--- src/design/key_debounce_short_long_press_top_defines.svh ---
// ---------------------------------------------------------------------------
// Key debounce assertion macros
// Shared concurrent assertion helpers; the using module provides clk and
// rst_n.
// ---------------------------------------------------------------------------
`ifndef KEY_DEBOUNCE_SHORT_LONG_PRESS_TOP_DEFINES_SVH
`define KEY_DEBOUNCE_SHORT_LONG_PRESS_TOP_DEFINES_SVH

// Same-cycle implication
`define KDSL_ASSERT_NOW(lbl, ante, cons, msg) \
  lbl: assert property (@(posedge clk) disable iff (!rst_n) (ante) |-> (cons)) else $error(msg);

// Next-cycle implication
`define KDSL_ASSERT_NEXT(lbl, ante, cons, msg) \
  lbl: assert property (@(posedge clk) disable iff (!rst_n) (ante) |=> (cons)) else $error(msg);

`endif

--- src/design/kdsl_pkg.sv ---
// ---------------------------------------------------------------------------
// kdsl_pkg
// Types and constants shared by the key debounce block.
// ---------------------------------------------------------------------------
package kdsl_pkg;

  localparam int CFG_IDX_W  = 2;
  localparam int CFG_DATA_W = 16;
  localparam int DEB_W      = 8;
  localparam int HELD_W     = 16;

  // Register indexes
  localparam logic [CFG_IDX_W-1:0] CFG_DEBOUNCE   = 2'd0;
  localparam logic [CFG_IDX_W-1:0] CFG_LONG_PRESS = 2'd1;

  localparam logic [DEB_W-1:0]  DEB_RESET  = 8'd3;
  localparam logic [HELD_W-1:0] LONG_RESET = 16'd100;

  typedef enum logic [1:0] {
    EVT_NONE  = 2'd0,
    EVT_SHORT = 2'd1,
    EVT_LONG  = 2'd2
  } evt_t;

  typedef struct packed {
    logic [DEB_W-1:0]  debounce_ticks;
    logic [HELD_W-1:0] long_press_ticks;
  } kdsl_cfg_t;

endpackage

--- src/design/kdsl_cfg_regs.sv ---
// ---------------------------------------------------------------------------
// kdsl_cfg_regs
// Configuration register file: decodes the write port into the debounce
// and long-press thresholds.
// ---------------------------------------------------------------------------
module kdsl_cfg_regs import kdsl_pkg::*; (
  input  logic                  clk,
  input  logic                  rst_n,
  input  logic                  cfg_we,
  input  logic [CFG_IDX_W-1:0]  cfg_index,
  input  logic [CFG_DATA_W-1:0] cfg_wdata,
  output kdsl_cfg_t             cfg
);

  logic [DEB_W-1:0]  debounce_r;
  logic [HELD_W-1:0] long_press_r;

  always_ff @(posedge clk) begin
    if (!rst_n) begin
      debounce_r   <= DEB_RESET;
      long_press_r <= LONG_RESET;
    end else if (cfg_we) begin
      // drop writes to unknown indexes
      unique case (cfg_index)
        CFG_DEBOUNCE:   debounce_r   <= cfg_wdata[DEB_W-1:0];
        CFG_LONG_PRESS: long_press_r <= cfg_wdata[HELD_W-1:0];
        default: ;
      endcase
    end
  end

  assign cfg.debounce_ticks   = debounce_r;
  assign cfg.long_press_ticks = long_press_r;

endmodule

--- src/design/kdsl_fsm.sv ---
// ---------------------------------------------------------------------------
// kdsl_fsm
// Debounce state machine with confirm and held-duration counters; computes
// the event for one key sample and updates state when stepped.
// ---------------------------------------------------------------------------
`include "key_debounce_short_long_press_top_defines.svh"

module kdsl_fsm import kdsl_pkg::*; (
  input  logic      clk,
  input  logic      rst_n,
  input  kdsl_cfg_t cfg,
  input  logic      step_en,
  input  logic      key_level,
  output evt_t      evt
);

  typedef enum logic [1:0] {
    MODE_RELEASED    = 2'd0,
    MODE_PRESS_CONF  = 2'd1,
    MODE_PRESSED     = 2'd2,
    MODE_RELEASE_CONF = 2'd3
  } mode_t;

  mode_t             mode_r, mode_nxt;
  logic [DEB_W-1:0]  confirm_r, confirm_nxt, confirm_inc;
  logic [HELD_W-1:0] held_r, held_nxt, held_inc;
  logic              low;

  assign low         = ~key_level;
  assign confirm_inc = (confirm_r == {DEB_W{1'b1}}) ? confirm_r : confirm_r + 1'b1;
  assign held_inc    = (held_r == {HELD_W{1'b1}}) ? held_r : held_r + 1'b1;

  always_comb begin
    mode_nxt    = mode_r;
    confirm_nxt = confirm_r;
    held_nxt    = held_r;
    evt         = EVT_NONE;
    unique case (mode_r)
      MODE_RELEASED: begin
        if (low) begin
          held_nxt = '0;
          mode_nxt = MODE_PRESS_CONF;
        end
      end
      MODE_PRESS_CONF: begin
        if (low) begin
          if (confirm_inc >= cfg.debounce_ticks) begin
            mode_nxt    = MODE_PRESSED;
            confirm_nxt = '0;
          end else begin
            confirm_nxt = confirm_inc;
          end
        end else begin
          mode_nxt    = MODE_RELEASED;
          confirm_nxt = '0;
        end
      end
      MODE_PRESSED: begin
        if (low) begin
          held_nxt = held_inc;
        end else begin
          // this tick does not count toward the release
          mode_nxt    = MODE_RELEASE_CONF;
          confirm_nxt = '0;
        end
      end
      MODE_RELEASE_CONF: begin
        if (!low) begin
          if (confirm_inc >= cfg.debounce_ticks) begin
            evt         = (held_r >= cfg.long_press_ticks) ? EVT_LONG : EVT_SHORT;
            mode_nxt    = MODE_RELEASED;
            confirm_nxt = '0;
          end else begin
            confirm_nxt = confirm_inc;
          end
        end else begin
          mode_nxt    = MODE_PRESSED;
          confirm_nxt = '0;
        end
      end
    endcase
  end

  always_ff @(posedge clk) begin
    if (!rst_n) begin
      mode_r    <= MODE_RELEASED;
      confirm_r <= '0;
      held_r    <= '0;
    end else if (step_en) begin
      mode_r    <= mode_nxt;
      confirm_r <= confirm_nxt;
      held_r    <= held_nxt;
    end
  end

  `KDSL_ASSERT_NOW(a_evt_src, step_en && evt != EVT_NONE, mode_r == MODE_RELEASE_CONF && key_level, "event outside release confirm")
  `KDSL_ASSERT_NEXT(a_evt_rel, step_en && evt != EVT_NONE, mode_r == MODE_RELEASED && confirm_r == '0, "event did not return to released")
  `KDSL_ASSERT_NOW(a_conf_idle, mode_r == MODE_RELEASED || mode_r == MODE_PRESSED, confirm_r == '0, "confirm count live outside confirm states")

endmodule

--- src/design/key_debounce_short_long_press_top.sv ---
// ---------------------------------------------------------------------------
// key_debounce_short_long_press_top
// Debounces a scanned key level and reports a short or long press on each
// confirmed release. One sample word enters per cycle unless in_stall is high:
// an input register feeds the state machine, whose update writes the result
// register, so one event word leaves per sample. in_stall rises only while
// both registers hold words and out_stall is high. The user must write the
// thresholds through the cfg port only while no word is in flight (unchecked).
// ---------------------------------------------------------------------------
`include "key_debounce_short_long_press_top_defines.svh"

module key_debounce_short_long_press_top import kdsl_pkg::*; (
  input  logic                  clk,
  input  logic                  rst_n,
  input  logic                  cfg_we,
  input  logic [CFG_IDX_W-1:0]  cfg_index,
  input  logic [CFG_DATA_W-1:0] cfg_wdata,
  input  logic                  in_valid,
  output logic                  in_stall,
  input  logic                  in_key_level,
  output logic                  out_valid,
  input  logic                  out_stall,
  output logic [1:0]            out_event_code
);

  kdsl_cfg_t cfg;
  evt_t      evt;
  evt_t      out_evt_r;
  logic      s1_valid_r, s1_key_r;
  logic      out_valid_r;
  logic      out_free, step_en;

  kdsl_cfg_regs u_cfg (
    .clk       (clk),
    .rst_n     (rst_n),
    .cfg_we    (cfg_we),
    .cfg_index (cfg_index),
    .cfg_wdata (cfg_wdata),
    .cfg       (cfg)
  );

  kdsl_fsm u_fsm (
    .clk       (clk),
    .rst_n     (rst_n),
    .cfg       (cfg),
    .step_en   (step_en),
    .key_level (s1_key_r),
    .evt       (evt)
  );

  assign out_free = !out_valid_r || !out_stall;
  assign step_en  = s1_valid_r && out_free;
  assign in_stall = s1_valid_r && !out_free;

  always_ff @(posedge clk) begin
    if (!rst_n) begin
      s1_valid_r  <= 1'b0;
      out_valid_r <= 1'b0;
    end else begin
      if (!in_stall) begin
        s1_valid_r <= in_valid;
      end
      if (out_free) begin
        out_valid_r <= s1_valid_r;
      end
    end
  end

  // payload: hold while stalled
  always_ff @(posedge clk) begin
    if (!in_stall && in_valid) begin
      s1_key_r <= in_key_level;
    end
    if (step_en) begin
      out_evt_r <= evt;
    end
  end

  assign out_valid      = out_valid_r;
  assign out_event_code = out_evt_r;

  `KDSL_ASSERT_NOW(a_stall_full, in_stall, s1_valid_r && out_valid_r, "input stalled with a free slot")

endmodule

--- config.mk ---
export PLATFORM = sky130hd
export DESIGN_NAME = key_debounce_short_long_press_top
export DESIGN_NICKNAME = d
export VERILOG_FILES = /design/src/design/kdsl_pkg.sv /design/src/design/kdsl_cfg_regs.sv /design/src/design/kdsl_fsm.sv /design/src/design/key_debounce_short_long_press_top.sv
export VERILOG_INCLUDE_DIRS = /design/src /design/src/design
export SDC_FILE = /design/constraint.sdc
export NUM_CORES = 1
export LEC_CHECK = 0
export ABC_AREA = 1
export BUFFER_PORTS_ARGS = -buffer_cell sky130_fd_sc_hd__buf_2
export CELL_PAD_IN_SITES_DETAIL_PLACEMENT = 1
export CELL_PAD_IN_SITES_GLOBAL_PLACEMENT = 1
export CORE_MARGIN = 3
export CORE_UTILIZATION = 39
export DETAILED_ROUTE_END_ITERATION = 8
export HOLD_SLACK_MARGIN = 0.02
export PLACE_DENSITY_LB_ADDON = 0.1
export SETUP_SLACK_MARGIN = 0.02
export SLEW_MARGIN = 0
export SYNTH_ARGS = -nofsm -noshare
export SYNTH_HDL_FRONTEND = slang
export SYNTH_SLANG_ARGS = --single-unit
--- constraint.sdc ---
create_clock -name clk -period 2.4 [get_ports clk]
set_clock_uncertainty 0.1 [all_clocks]
set_input_delay 0.48 -clock clk [delete_from_list [all_inputs] [get_ports clk]]
set_output_delay 0.48 -clock clk [all_outputs]
set_load 0.01 [all_outputs]
==> results.ini <==
[run_status]
status = finished, violations left
violations = setup timing

[setup_path]
reg2reg_from = u_fsm.confirm_r[5]
timing_worst_setup_path_type = reg2reg
critical_path.max_fanout = 8
timing.critical_path.slowest_stage_cell = sky130_fd_sc_hd__dfxtp_2
reg2reg_slack_ns = -0.07
critPathTopFamily = simple AND/OR/NAND/NOR gates
crit_path_cell_trace = inv_2, nor3_4, nand3_4, buf_6, xor2_4, ha_4, nand2_2, nand3_2, nand2_2, nand2_2, nand2_4, nand4_4, nor2_2, nor2_1, nor2_1
worst_path_largest_cell_delay_ns = 0.36
cp-end-kind = flop
cp_data_arrival_time_ns = 2.60
reg2reg_depth = 15
worstPathBufferInverterCount = 2
worst-endpoint-required_ns = 2.54
reg2reg_to = u_fsm.confirm_r[4]
cpMostUsedCell = sky130_fd_sc_hd__nand2_2
setup.worst_path.start_class = flop

[synthesis]
mappedNetlistNets = 530
yosysWarningCount = 0
ys_ff_latch = 55
post-synth-top-area-fraction_pct = 31.57
ys_seq_area_share_pct = 34.31
netlist_area_mm2 = 0.003297
synth.largest_area_cell = sky130_fd_sc_hd__dfxtp_1
synth_cell_type_count = 32
postSynthCellCount = 480
synth.avg_cell_area_um2 = 6.869
synth_area_leaders = sky130_fd_sc_hd__dfxtp_1 32%, sky130_fd_sc_hd__nor2_1 10%, sky130_fd_sc_hd__ha_1 9.9%

[timing]
timing.final.setup_violations = 9
final_critical_path_time_including_i_o_delays_and_setup_ns = 2.465
fin_worst_hold_slack_ns = 0.2525
slew_headroom_pct = 45.46
max_clock_freq_ghz = 0.4056
worst_pin_slew_ns = 0.8172
grt_setup_unrepaired = true
final-hold-violation-count = 0
fin_ws_ns = -0.06529
period_share_pct = 102.7
slew_violations = 0

[final_layout]
synthToLayoutAreaGrowth_pct = 19.09
drive_gt1_share_pct = 20.87
filler_cell_count = 1068
number_of_nets_at_the_end_of_the_flow = 576
final_design_area_no_fill_mm2 = 0.003926
insertedDiodeCount = 0

[routing]
drt-wirelength-per-cell_um = 14.56
dr.pass1.iters = 4
detail_route.drc_violations = 0
drtIter0Drc = 90
drt-vias-per-instance = 5.072
routed-via-count = 3190
antenna_nets_post_route = 0
routed_wl_um = 9159

[global_route]
largest_net_degree_at_the_start_of_global_routing = 26
grt_util_all_layers_pct = 19.34
antenna_found_initial = 0
grt_pass1_wl_um = 15300
number_of_global_route_vias_before_repair = 3402
gr_ovfl_total = 0

[clock_tree]
clk_pin_slew_ns = 0.11
cts.root.buffer_cell = sky130_fd_sc_hd__clkbuf_8
cts.htree.levels = 2
tritoncts = built
cts_made_buffers = 5
clk_path_buf_depth = 2
worstSkewPairLatency_ns = 0.31
cts.sink_count = 55

[power_and_ir_drop]
static-leakage-power_nw = 1.769
internal-power_mw = 1.257
vdd_ir_drop_max_mv = 0.2346
comb_power_share_pct = 11.5
clock_network_power_share_pct = 32.5
switching_power_mw = 0.4606
seqPwrFrac_pct = 56.1
netSwitchingFraction_pct = 26.81
p_per_area_mw_per_mm2 = 437.6

[floorplan]
fp.dieW_um = 97.95
initial_utilization_pct = 41.38
boundaryPins = 28
die_area_mm2 = 0.009593
core_area_mm2 = 0.007968
floorplan.rows = 32
chipHeight_um = 97.95

[hold_path]
holdCritStartpoint = in_key_level
min_path_cells = 1
whs_endpoint = s1_key_r
worstHoldPathType = in2reg

[placement]
dpl-instance-area_mm2 = 0.003642
numPortBuffers = 27
routabilityCongestion = 0.8205
dp_hpwl_um = 6988

[flow_run]
max_cap_viols = 0

==> flip-flops by register name, summed over array words and instances (netlist names), named ones only <==
signal,cells
out_event_code,2
out_valid,1
s1_key_r,1
s1_valid_r,1
u_cfg.debounce_r,8
u_cfg.long_press_r,16
u_fsm.confirm_r,8
u_fsm.held_r,16
u_fsm.mode_r,1
==> worst max path at each step <==
stage | startpoint | endpoint | slack, ns | depth (start not counted)
after floorplan | u_fsm.confirm_r[0] | out_event_code[1] | 0.04 | 15
after global placement | u_fsm.confirm_r[3] | out_event_code[0] | -0.29 | 13
after detailed placement | u_fsm.confirm_r[1] | out_event_code[0] | -0.36 | 14
after CTS | u_fsm.confirm_r[4] | out_event_code[1] | -0.02 | 15
after global routing | u_fsm.confirm_r[1] | u_fsm.confirm_r[4] | -0.21 | 14
final | u_fsm.confirm_r[5] | u_fsm.confirm_r[4] | -0.07 | 15
==> metrics by stage <==
step | setup TNS [ns] | utilization (%) | setup WS (ns) | power (mW) | cells
after floorplan | 0 | - | 0.04354 | 1.100 | 480
after global placement | -2.457 | 45.71 | -0.2858 | 1.154 | 617
after detailed placement | -3.525 | 45.71 | -0.3568 | 1.165 | 617
after CTS | -0.04475 | 48.40 | -0.02414 | 1.734 | 628
after global routing | -1.866 | 49.28 | -0.2107 | 1.815 | 629
final | -0.2130 | 49.28 | -0.06529 | 1.718 | 629
==> power by group through the flow <==
stage | combinational [mW] | sequential, mW | clock [mW]
global route | 0.226 | 0.967 | 0.622
global placement | 0.172 | 0.983 | 0
floorplan | 0.119 | 0.981 | 0
detailed placement | 0.181 | 0.985 | 0
CTS | 0.189 | 0.964 | 0.581
finish | 0.197 | 0.963 | 0.558
==> metal layers <==
| layer | vias to the layer above | GRT usage (%) | wire length [um] |
|---|---|---|---|
| met1 | 1521 | 22.22 | 3920 |
| met3 | 15 | 2.357 | 131 |
| li1 | 1625 | - | - |
| met2 | 29 | 36.49 | 4929 |
| met5 | - | 0 | 0 |
| met4 | 0 | 6.816 | 177 |
==> final cells by class <==
| type | count | area (um2) | share of cell area [%] |
|---|---|---|---|
| clock inverter | 2 | 15.01 | 0.3824 |
| timing repair buffer | 49 | 304.0 | 7.744 |
| multi-input combinational | 342 | 1986 | 50.57 |
| inverter | 73 | 274.0 | 6.979 |
| clock buffer | 6 | 82.58 | 2.103 |
| tap | 102 | 127.6 | 3.250 |
| sequential | 55 | 1137 | 28.97 |
==> cell families (layout without fill, tap and decap cells) <==
logic type      after synthesis  in the layout  synth area share (%)
simple gates                224            224                 30.32
xor+xnor                      8              8                 2.125
buf+inv                      83            130                 9.905
compound gates               84             84                 13.47
flops                        55             55                 34.31
fa+ha+maj                    26             26                 9.867
==> worst reg2reg max path, delay by kind of cell (launching register included) <==
| kind | cells | cell delay [ns] |
|---|---|---|
| buf+inv | 2 | 0.21 |
| xor+xnor | 1 | 0.22 |
| simple gates | 11 | 1.25 |
| flops | 1 | 0.36 |
| fa+ha+maj | 1 | 0.23 |
==> what timing repair did <==
item,CTS,global route
endpoints found under the setup margin,12,12
pin swaps,6,12
setup buffers,3,1
hold buffers,0,0
gates resized for setup,23,20
==> Yosys cell counts <==
| master | instances |
|---|---|
| sky130_fd_sc_hd__a21oi_1 | 47 |
| sky130_fd_sc_hd__inv_2 | 3 |
| sky130_fd_sc_hd__nand3_4 | 1 |
| sky130_fd_sc_hd__xnor2_1 | 1 |
| sky130_fd_sc_hd__a21o_1 | 1 |
| sky130_fd_sc_hd__xor2_1 | 7 |
| sky130_fd_sc_hd__nand2_2 | 3 |
| sky130_fd_sc_hd__clkinv_1 | 1 |
| sky130_fd_sc_hd__o21bai_1 | 2 |
| sky130_fd_sc_hd__o21ai_0 | 28 |
| sky130_fd_sc_hd__nor2_1 | 89 |
| sky130_fd_sc_hd__inv_1 | 69 |
| sky130_fd_sc_hd__nor2_2 | 2 |
| sky130_fd_sc_hd__ha_1 | 26 |
| sky130_fd_sc_hd__nand4_2 | 1 |
| sky130_fd_sc_hd__clkbuf_1 | 8 |
| sky130_fd_sc_hd__buf_6 | 2 |
| sky130_fd_sc_hd__edfxtp_1 | 3 |
| sky130_fd_sc_hd__nand4_4 | 1 |
| sky130_fd_sc_hd__o21ai_2 | 1 |
| sky130_fd_sc_hd__nand2_4 | 1 |
| sky130_fd_sc_hd__and2_1 | 1 |
| sky130_fd_sc_hd__o211ai_1 | 4 |
| sky130_fd_sc_hd__nand3_1 | 26 |
| sky130_fd_sc_hd__nand4_1 | 5 |
| sky130_fd_sc_hd__o21a_1 | 1 |
| sky130_fd_sc_hd__dfxtp_1 | 52 |
| sky130_fd_sc_hd__nor3_1 | 4 |
| sky130_fd_sc_hd__nand2_1 | 84 |
| sky130_fd_sc_hd__nor3_4 | 1 |
| sky130_fd_sc_hd__nor2_4 | 2 |
| sky130_fd_sc_hd__nor3_2 | 3 |
==> layout by cell type (no fill, tap or decap), drive strengths merged <==
| master | n |
|---|---|
| nand3 | 27 |
| a21o | 1 |
| o21ai | 29 |
| inv | 73 |
| edfxtp | 3 |
| nor3 | 8 |
| ha | 26 |
| clkbuf | 6 |
| nor2 | 93 |
| nand4 | 7 |
| a21oi | 47 |
| clkinv | 2 |
| o21a | 1 |
| o211ai | 4 |
| xnor2 | 1 |
| o21bai | 2 |
| buf | 49 |
| xor2 | 7 |
| and2 | 1 |
| nand2 | 88 |
| dfxtp | 52 |
No activity file was read; power rests on OpenSTA's default activity.
